## src/design/poly_voice_allocator_assert.svh

```systemverilog
// ---------------------------------------------------------------------------
// Assertion macros for the voice allocator
// ---------------------------------------------------------------------------
`ifndef POLY_VOICE_ALLOCATOR_ASSERT_SVH
`define POLY_VOICE_ALLOCATOR_ASSERT_SVH

// Check a consequent in the same cycle as the antecedent
`define PVA_ASSERT_SAME(lbl, clk, rst_n, ante, cons, msg) \
    lbl: assert property (@(posedge clk) disable iff (!(rst_n)) (ante) |-> (cons)) \
        else $error(msg);

// Check a consequent in the cycle after the antecedent
`define PVA_ASSERT_NEXT(lbl, clk, rst_n, ante, cons, msg) \
    lbl: assert property (@(posedge clk) disable iff (!(rst_n)) (ante) |=> (cons)) \
        else $error(msg);

`endif

```

## src/design/pva_pkg.sv

```systemverilog
// ---------------------------------------------------------------------------
// pva_pkg
// Shared types and constants of the polyphonic voice allocator.
// ---------------------------------------------------------------------------
package pva_pkg;

    localparam int VOICE_COUNT_DEF = 8;
    localparam int NOTE_W          = 7;
    localparam int OP_W            = 2;
    localparam int SEL_W           = 3;
    localparam int VOICE_W         = 3;
    localparam int MASK_W          = 8;

    typedef enum logic [OP_W-1:0] {
        OP_NOTE_ON  = 2'd0,
        OP_NOTE_OFF = 2'd1,
        OP_ALL_OFF  = 2'd2,
        OP_FINISH   = 2'd3
    } t_op;

    // Steal priority class of a voice, lower is preferred
    typedef enum logic [1:0] {
        CLS_FREE,
        CLS_RELEASED,
        CLS_HELD
    } t_cls;

    typedef struct packed {
        logic              used;
        logic              gate;
        logic [NOTE_W-1:0] key;
    } t_flags;

    typedef enum logic [2:0] {
        ST_IDLE,
        ST_PICK,
        ST_PLACE,
        ST_RELEASE,
        ST_FINISH,
        ST_DONE
    } t_state;

endpackage

```

## src/design/poly_voice_allocator.sv

```systemverilog
// Sequence: a note on runs one scan to pick, then one scan to place and re-rank, then
// shows its result; note off and all notes off run one release scan; voice finished
// visits only the selected voice. Busy stays high through the strobe cycle, so the
// next item is taken only after the last result has been shown; no receiver stall.
// Synchronous active-low reset frees all voices, ranks voice zero oldest, clears mono.
// ---------------------------------------------------------------------------
// poly_voice_allocator
// Voice allocator with oldest-voice stealing (voice zero in mono mode), scanned one voice per cycle.
// ---------------------------------------------------------------------------
`include "poly_voice_allocator_assert.svh"

module poly_voice_allocator #(
    parameter int VOICE_COUNT = pva_pkg::VOICE_COUNT_DEF
) (
    input  logic                         i_clk,
    input  logic                         i_rst_n,
    input  logic                         i_cfg_we,
    input  logic                         i_cfg_wdata,
    input  logic                         start,
    output logic                         busy,
    input  logic [pva_pkg::OP_W-1:0]     i_op,
    input  logic [pva_pkg::NOTE_W-1:0]   i_note,
    input  logic [pva_pkg::SEL_W-1:0]    i_voice_sel,
    output logic                         o_valid,
    output logic [pva_pkg::VOICE_W-1:0]  o_voice,
    output logic                         o_was_busy,
    output logic [pva_pkg::NOTE_W-1:0]   o_stolen_note,
    output logic [pva_pkg::MASK_W-1:0]   o_release_mask,
    output logic                         o_freed
);
    import pva_pkg::*;

    localparam int VW = $clog2(VOICE_COUNT);
    // Wide enough for any voice index, the value 8 and VOICE_COUNT itself
    localparam int XW = ((VW > SEL_W) ? VW : SEL_W) + 1;

    t_state              r_state;
    t_state              n_state;
    logic                r_mono;
    t_op                 r_op;
    logic [NOTE_W-1:0]   r_note;
    logic                r_sel_ok;
    logic [VW-1:0]       r_idx;
    logic [VOICE_W-1:0]  r_voice;
    logic                r_busy;
    logic [NOTE_W-1:0]   r_stolen;
    logic [MASK_W-1:0]   r_mask;
    logic                r_freed;

    logic                accept;
    logic                idx_last;
    logic [XW-1:0]       sel_w;
    logic [XW-1:0]       idx_w;
    t_flags              rd_flags;
    logic [VW-1:0]       rd_rank;
    t_flags              wr_flags;
    logic [VW-1:0]       wr_rank;
    logic                we;
    logic                pick_clear;
    logic                pick_en;
    logic [VW-1:0]       pick_idx;
    logic [VW-1:0]       pick_rank;
    logic                is_chosen;
    logic                rel_hit;
    logic                fin_hit;
    logic                on_done;
    logic                off_done;
    logic                on_clean;
    logic                off_clean;

    assign accept   = start && !busy;
    assign idx_last = (r_idx == VW'(VOICE_COUNT - 1));
    assign sel_w    = XW'(i_voice_sel);
    assign idx_w    = XW'(r_idx);

    pva_voice_file #(
        .VOICE_COUNT (VOICE_COUNT)
    ) u_file (
        .i_clk      (i_clk),
        .i_rst_n    (i_rst_n),
        .i_idx      (r_idx),
        .i_we       (we),
        .i_wr_flags (wr_flags),
        .i_wr_rank  (wr_rank),
        .o_rd_flags (rd_flags),
        .o_rd_rank  (rd_rank)
    );

    pva_pick #(
        .VOICE_COUNT (VOICE_COUNT)
    ) u_pick (
        .i_clk   (i_clk),
        .i_rst_n (i_rst_n),
        .i_clear (pick_clear),
        .i_en    (pick_en),
        .i_mono  (r_mono),
        .i_idx   (r_idx),
        .i_flags (rd_flags),
        .i_rank  (rd_rank),
        .o_idx   (pick_idx),
        .o_rank  (pick_rank)
    );

    // Hold the mono mode register
    always_ff @(posedge i_clk) begin
        if (!i_rst_n) begin
            r_mono <= 1'b0;
        end else if (i_cfg_we) begin
            r_mono <= i_cfg_wdata;
        end
    end

    // Next state
    always_comb begin
        n_state = r_state;
        case (r_state)
            ST_IDLE: begin
                if (start) begin
                    case (t_op'(i_op))
                        OP_NOTE_ON:  n_state = ST_PICK;
                        OP_NOTE_OFF: n_state = ST_RELEASE;
                        OP_ALL_OFF:  n_state = ST_RELEASE;
                        OP_FINISH:   n_state = ST_FINISH;
                        default:     n_state = ST_IDLE;
                    endcase
                end
            end
            ST_PICK: begin
                if (idx_last) n_state = ST_PLACE;
            end
            ST_PLACE: begin
                if (idx_last) n_state = ST_DONE;
            end
            ST_RELEASE: begin
                if (idx_last) n_state = ST_DONE;
            end
            ST_FINISH: n_state = ST_DONE;
            ST_DONE:   n_state = ST_IDLE;
            default:   n_state = ST_IDLE;
        endcase
    end

    always_ff @(posedge i_clk) begin
        if (!i_rst_n) begin
            r_state <= ST_IDLE;
        end else begin
            r_state <= n_state;
        end
    end

    // Per-voice decisions on the scanned entry
    assign is_chosen = (r_idx == pick_idx);
    assign rel_hit   = rd_flags.used &&
                       ((r_op == OP_ALL_OFF) || (rd_flags.gate && (rd_flags.key == r_note)));
    assign fin_hit   = r_sel_ok && rd_flags.used && !rd_flags.gate;

    // Outputs of the sequencer: busy, result strobe, compare unit and voice file write controls
    always_comb begin
        busy       = (r_state != ST_IDLE);
        o_valid    = (r_state == ST_DONE);
        pick_clear = (r_state == ST_IDLE);
        pick_en    = (r_state == ST_PICK);
        we         = 1'b0;
        wr_flags   = rd_flags;
        wr_rank    = rd_rank;
        case (r_state)
            ST_PLACE: begin
                we = 1'b1;
                if (is_chosen) begin
                    wr_flags.used = 1'b1;
                    wr_flags.gate = 1'b1;
                    wr_flags.key  = r_note;
                    wr_rank       = VW'(VOICE_COUNT - 1);
                end else if (rd_rank > pick_rank) begin
                    wr_rank = rd_rank - VW'(1);
                end
            end
            ST_RELEASE: begin
                if (rel_hit) begin
                    we            = 1'b1;
                    wr_flags.gate = 1'b0;
                end
            end
            ST_FINISH: begin
                if (fin_hit) begin
                    we            = 1'b1;
                    wr_flags.used = 1'b0;
                end
            end
            default: begin
                we = 1'b0;
            end
        endcase
    end

    // Latch the item and advance the scan index
    always_ff @(posedge i_clk) begin
        if (!i_rst_n) begin
            r_idx <= '0;
        end else if (accept) begin
            r_idx <= (t_op'(i_op) == OP_FINISH) ? sel_w[VW-1:0] : '0;
        end else if ((r_state == ST_PICK) || (r_state == ST_PLACE) ||
                     (r_state == ST_RELEASE)) begin
            r_idx <= idx_last ? '0 : r_idx + VW'(1);
        end
    end

    always_ff @(posedge i_clk) begin
        if (accept) begin
            r_op     <= t_op'(i_op);
            r_note   <= i_note;
            r_sel_ok <= (sel_w < XW'(VOICE_COUNT));
        end
    end

    // Build the result as the scan goes
    always_ff @(posedge i_clk) begin
        if (accept) begin
            r_voice  <= '0;
            r_busy   <= 1'b0;
            r_stolen <= '0;
            r_mask   <= '0;
            r_freed  <= 1'b0;
        end else begin
            if ((r_state == ST_PLACE) && is_chosen) begin
                r_voice  <= idx_w[VOICE_W-1:0];
                r_busy   <= rd_flags.used;
                r_stolen <= rd_flags.used ? rd_flags.key : '0;
            end
            if ((r_state == ST_RELEASE) && rel_hit && (idx_w < XW'(MASK_W))) begin
                r_mask <= r_mask | (MASK_W'(1) << idx_w[VOICE_W-1:0]);
            end
            if ((r_state == ST_FINISH) && fin_hit) begin
                r_freed <= 1'b1;
            end
        end
    end

    assign o_voice        = r_voice;
    assign o_was_busy     = r_busy;
    assign o_stolen_note  = r_stolen;
    assign o_release_mask = r_mask;
    assign o_freed        = r_freed;

    // Result classes checked below
    assign on_done   = o_valid && (r_op == OP_NOTE_ON);
    assign off_done  = o_valid && (r_op != OP_NOTE_ON);
    assign on_clean  = (o_release_mask == '0) && !o_freed;
    assign off_clean = (o_voice == '0) && !o_was_busy && (o_stolen_note == '0);

    `PVA_ASSERT_NEXT(a_accept_busy, i_clk, i_rst_n, accept, busy, "item did not raise busy")
    `PVA_ASSERT_NEXT(a_strobe_once, i_clk, i_rst_n, o_valid, !o_valid && !busy, "long strobe")
    `PVA_ASSERT_SAME(a_noteon_clean, i_clk, i_rst_n, on_done, on_clean, "note on set release")
    `PVA_ASSERT_SAME(a_other_clean, i_clk, i_rst_n, off_done, off_clean, "stray voice fields")

endmodule

```

## src/design/pva_voice_file.sv

```systemverilog
// ---------------------------------------------------------------------------
// pva_voice_file
// Per-voice flags, key and recency rank, one read/write port at the scan index.
// ---------------------------------------------------------------------------
module pva_voice_file #(
    parameter int VOICE_COUNT = pva_pkg::VOICE_COUNT_DEF,
    localparam int VW = $clog2(VOICE_COUNT)
) (
    input  logic            i_clk,
    input  logic            i_rst_n,
    input  logic [VW-1:0]   i_idx,
    input  logic            i_we,
    input  pva_pkg::t_flags i_wr_flags,
    input  logic [VW-1:0]   i_wr_rank,
    output pva_pkg::t_flags o_rd_flags,
    output logic [VW-1:0]   o_rd_rank
);
    import pva_pkg::*;

    t_flags        r_flags [VOICE_COUNT];
    logic [VW-1:0] r_rank  [VOICE_COUNT];

    // Reset to all free, voice zero oldest; write the scanned voice
    always_ff @(posedge i_clk) begin
        if (!i_rst_n) begin
            for (int i = 0; i < VOICE_COUNT; i++) begin
                r_flags[i] <= '0;
                r_rank[i]  <= VW'(i);
            end
        end else if (i_we) begin
            r_flags[i_idx] <= i_wr_flags;
            r_rank[i_idx]  <= i_wr_rank;
        end
    end

    // Read the scanned voice
    assign o_rd_flags = r_flags[i_idx];
    assign o_rd_rank  = r_rank[i_idx];

endmodule

```

## src/design/pva_pick.sv

```systemverilog
// ---------------------------------------------------------------------------
// pva_pick
// Shared compare unit: keeps the best steal candidate seen during a scan.
// ---------------------------------------------------------------------------
module pva_pick #(
    parameter int VOICE_COUNT = pva_pkg::VOICE_COUNT_DEF,
    localparam int VW = $clog2(VOICE_COUNT)
) (
    input  logic            i_clk,
    input  logic            i_rst_n,
    input  logic            i_clear,
    input  logic            i_en,
    input  logic            i_mono,
    input  logic [VW-1:0]   i_idx,
    input  pva_pkg::t_flags i_flags,
    input  logic [VW-1:0]   i_rank,
    output logic [VW-1:0]   o_idx,
    output logic [VW-1:0]   o_rank
);
    import pva_pkg::*;

    logic          r_found;
    t_cls          r_cls;
    logic [VW-1:0] r_idx;
    logic [VW-1:0] r_rank;
    t_cls          cls;
    logic          better;
    logic          take;

    // Classify the candidate: free first, then released, then held
    always_comb begin
        if (!i_flags.used) begin
            cls = CLS_FREE;
        end else if (!i_flags.gate) begin
            cls = CLS_RELEASED;
        end else begin
            cls = CLS_HELD;
        end
    end

    // Lowest free index wins; otherwise the oldest rank within the class.
    // In mono mode the first scanned voice (voice zero) is kept.
    assign better = (cls < r_cls) ||
                    ((cls == r_cls) && (cls != CLS_FREE) && (i_rank < r_rank));
    assign take   = !r_found || (!i_mono && better);

    always_ff @(posedge i_clk) begin
        if (!i_rst_n) begin
            r_found <= 1'b0;
        end else if (i_clear) begin
            r_found <= 1'b0;
        end else if (i_en && take) begin
            r_found <= 1'b1;
        end
    end

    // Hold the candidate
    always_ff @(posedge i_clk) begin
        if (i_en && take) begin
            r_cls  <= cls;
            r_idx  <= i_idx;
            r_rank <= i_rank;
        end
    end

    assign o_idx  = r_idx;
    assign o_rank = r_rank;

endmodule
```

## config.mk

```make
export PLATFORM = sky130hd
export DESIGN_NAME = poly_voice_allocator
export DESIGN_NICKNAME = d
export VERILOG_FILES = /design/src/design/pva_pkg.sv /design/src/design/poly_voice_allocator.sv /design/src/design/pva_voice_file.sv /design/src/design/pva_pick.sv
export VERILOG_INCLUDE_DIRS = /design/src /design/src/design
export SDC_FILE = /design/constraint.sdc
export NUM_CORES = 1
export LEC_CHECK = 0
export BUFFER_PORTS_ARGS = -buffer_cell sky130_fd_sc_hd__buf_4
export CELL_PAD_IN_SITES_DETAIL_PLACEMENT = 0
export CELL_PAD_IN_SITES_GLOBAL_PLACEMENT = 2
export CORE_ASPECT_RATIO = 0.8
export CORE_MARGIN = 5
export CORE_UTILIZATION = 46
export DETAILED_ROUTE_END_ITERATION = 16
export PLACE_DENSITY_LB_ADDON = 0.12
export SYNTH_ARGS = -nofsm -noshare
export SYNTH_HDL_FRONTEND = slang
export SYNTH_SLANG_ARGS = --single-unit
```

## constraint.sdc

```tcl
create_clock -name i_clk -period 9.7 [get_ports i_clk]
set_input_delay 0 -clock i_clk [delete_from_list [all_inputs] [get_ports i_clk]]
set_output_delay 0 -clock i_clk [all_outputs]
set_load 0.01 [all_outputs]
```

==> reports/summary.txt <==
vias in the first global route = 4238
vias per cell = 5.60
initial antenna violation count = 0
hold-fix buffer count after cts = 17
Post-Syn Area = 6570 um2
Leak = 2.94 nW
path type of the worst min-delay path = input port to register
startpoint types = register
Post-CTS Setup Inserts = 0
CTS tree = done
Clock Latency Late Sink = 0.42 ns
detailed-route via count = 4326
synth warn = 0
diode count = 0
placer congestion estimate = 0.832
Final Hold Vio Count = 0
Crit Path Category = register to register
Wirelength per Cell = 22.1 um
power per cell area = 317 nW/um2
total chip power = 0.00247 W
async set-reset flop share out of synthesis = 0
GRT Total Usage = 0.219
I/O pins = 39
WP data required = 9.76 ns
max-slew violations = 0
Synth Register Bits = 144
max-cap violations = 0
Core Region = 14200 um2
first-pass GRT wire length = 26400 um
pin count of the biggest net entering global routing = 32
Clk pin slew, worst setup/hold paths = 0.06 ns
Final setup viols = 0
FP Rows = 39
fmax = 214 MHz
post-synthesis sequential area ratio = 0.611
post_cts resized = 0
H-tree Lvls = 4
Setup TNS = 0 ns
Port Buf Inserts = 38
detailed placement HPWL = 11900 um
initial DRC count = 395
CTS buffer count = 17
highest ir drop seen on vdd = 184 uV
met2 WL = 7230 um
hold slack = 0.0144 ns
Cells after Synth = 524
slew margin rel. = 0.141
Clock Skew = 0.00979 ns
status = completed
Initial Util = 0.464
RSZ-0062 raised after global routing = no
die area = 16800 um2
Yosys cell types = 54
max incr delay on CP = 1.02 ns
# fillers = 1194
DRC errors left = 0
Post-synth top flop = edfxtp_1
Clock Sinks = 144
syn avg cell area = 12.5 um2
Max FO, Critical Path = 31
Mapped Nets = 554
CP max-delay cell = dfxtp_2
final wirelength = 17100 um
Antenna Nets Post-Route = 0
Die Width = 144 um
post-layout util = 0.551
layout cells sized above 1 = 0.189
worst path cell trace = mux2i_1 > a22oi_1 > and3b_1 > or4b_4 > nor4_4 > o211ai_2 > nand2_1
Clock Path Buffers = 2
metal1 wirelength = 7890 um
CTS root buffer = clkbuf_16
die height = 117 um
arrival time worst endpoint = 4.72 ns
Layout area overhead = 18.7%
clock period minus worst slack = 4.66 ns
WL met3 = 1700 um
EDFF count, synth = 113
Buf/Inv on CP = 0
DR top layer = met4
Setup crit end kind = register
Final Cycle Share = 0.481
Initial DRT Pass Iterations = 5
NumNets Final = 605
actual slew at the worst max-slew pin = 1.25 ns
global route overflow = 0
family with the most delay on the worst path = simple AND/OR/NAND/NOR gates
==> per-layer routing <==
| metal | vias to the layer above | track usage |
|---|---|---|
| met5 | - | 0 |
| met4 | 0 | 0.0621 |
| met3 | 21 | 0.0833 |
| met2 | 181 | 0.303 |
| met1 | 2108 | 0.322 |
| li1 | 2016 | - |
==> cells in the final DEF, fill, tap and decap left out, types with 3 or more instances in the layout <==
cell and instances:
nor2_1 114, edfxtp_1 113, buf_4 44, nand2_1 34, dfxtp_1 30, mux2i_1 27, a21oi_1 18, clkbuf_16 17
dlygate4sd3_1 17, mux4_2 16, nand2b_1 14, inv_1 13, ha_1 13, nor3_1 12, nand3_1 9, a22o_1 8
bufinv_16 7, a32o_2 6, nor2b_1 5, o21ai_0 5, xnor2_1 5, o211ai_2 4, o21ai_2 4, o21ai_1 3
xor2_1 3, clkinv_2 3
==> tightest hold or removal path: stages <==
cell and delay [ns]:
buf_4 0.08, nand3_1 0.06, o311ai_0 0.08, o211a_1 0.18
==> area by class of cell <==
cell class | instances | area (um2) | area share
Sequential cell | 144 | 4020 | 0.515
Multi-Input combinational cell | 337 | 2320 | 0.297
Timing Repair Buffer | 61 | 500 | 0.0641
Clock buffer | 17 | 425 | 0.0545
Clock inverter | 15 | 263 | 0.0337
Tap cell | 184 | 230 | 0.0295
Inverter | 14 | 52.6 | 0.00674
==> stage by stage <==
step / std cells / cell area, um2 / setup slack [ns]
floorplan: 524 / 6570 / 6.27
global placement: 723 / 6940 / 5.02
detailed placement: 723 / 6940 / 5.06
CTS: 772 / 7800 / 5.03
global route: 772 / 7800 / 4.76
finish: 772 / 7800 / 5.04
==> cells in the mapped netlist, types with 3 or more instances <==
master,n,share of area
a21oi_1,18,0.014
a22o_1,8,0.011
a32o_2,6,0.010
buf_2,6,0.0046
buf_6,7,0.012
clkbuf_1,13,0.0074
dfxtp_1,31,0.094
edfxtp_1,113,0.52
ha_1,13,0.025
inv_1,13,0.0074
mux2i_1,27,0.041
mux4_2,16,0.055
nand2_1,34,0.019
nand2b_1,14,0.013
nand3_1,9,0.0069
nor2_1,114,0.065
nor2b_1,5,0.0048
nor3_1,12,0.0091
o211ai_2,4,0.0076
o21ai_0,5,0.0038
o21ai_1,3,0.0023
o21ai_2,4,0.0053
xnor2_1,5,0.0067
xor2_1,3,0.0040
==> kinds of logic (layout without fill, tap and decap cells) <==
group	Yosys count	count (layout)	synth area share
buffers and inverters	43	107	0.0367
flip-flops	144	144	0.611
AND/OR/NAND/NOR	207	207	0.143
XOR/XNOR	8	8	0.0107
multiplexers	46	46	0.103
adder cells (fa/ha/maj)	13	13	0.0248
AO/OA/AOI/OAI	63	63	0.0716
==> worst paths after layout <==
| kind | from | end | slack (ns) | depth (start not counted) |
|---|---|---|---|---|
| setup / recovery | register | u_file.r_flags[0][7] | 5.04 | 7 |
| hold / removal | i_voice_sel[0] | register | 0.01 | 4 |
| setup reg to reg | register | u_file.r_flags[0][7] | 5.04 | 7 |
| hold reg to reg | o_stolen_note[0] | o_stolen_note[0] | 0.46 | 2 |
==> state kept, by name (all words and copies together), names as in the netlist, named ones only <==
name / flops
o_freed: 1
u_pick.r_found: 1
o_was_busy: 1
u_file.r_flags: 72
u_pick.r_cls: 2
r_idx: 3
o_stolen_note: 7
u_pick.o_rank: 3
r_op: 2
r_note: 7
r_state: 3
o_release_mask: 8
u_file.r_rank: 24
r_mono: 1
o_voice: 3
u_pick.o_idx: 3
==> where the power goes <==
| group | switching (W) | leakage, nW | internal [W] |
|---|---|---|---|
| registers | 0.000113 | 1.36 | 0.000761 |
| clock network | 0.000257 | 0.335 | 0.000507 |
| logic | 0.000540 | 1.24 | 0.000293 |
| total | 0.000910 | 2.94 | 0.00156 |
Note: power is estimated with default switching activity, not from simulation.
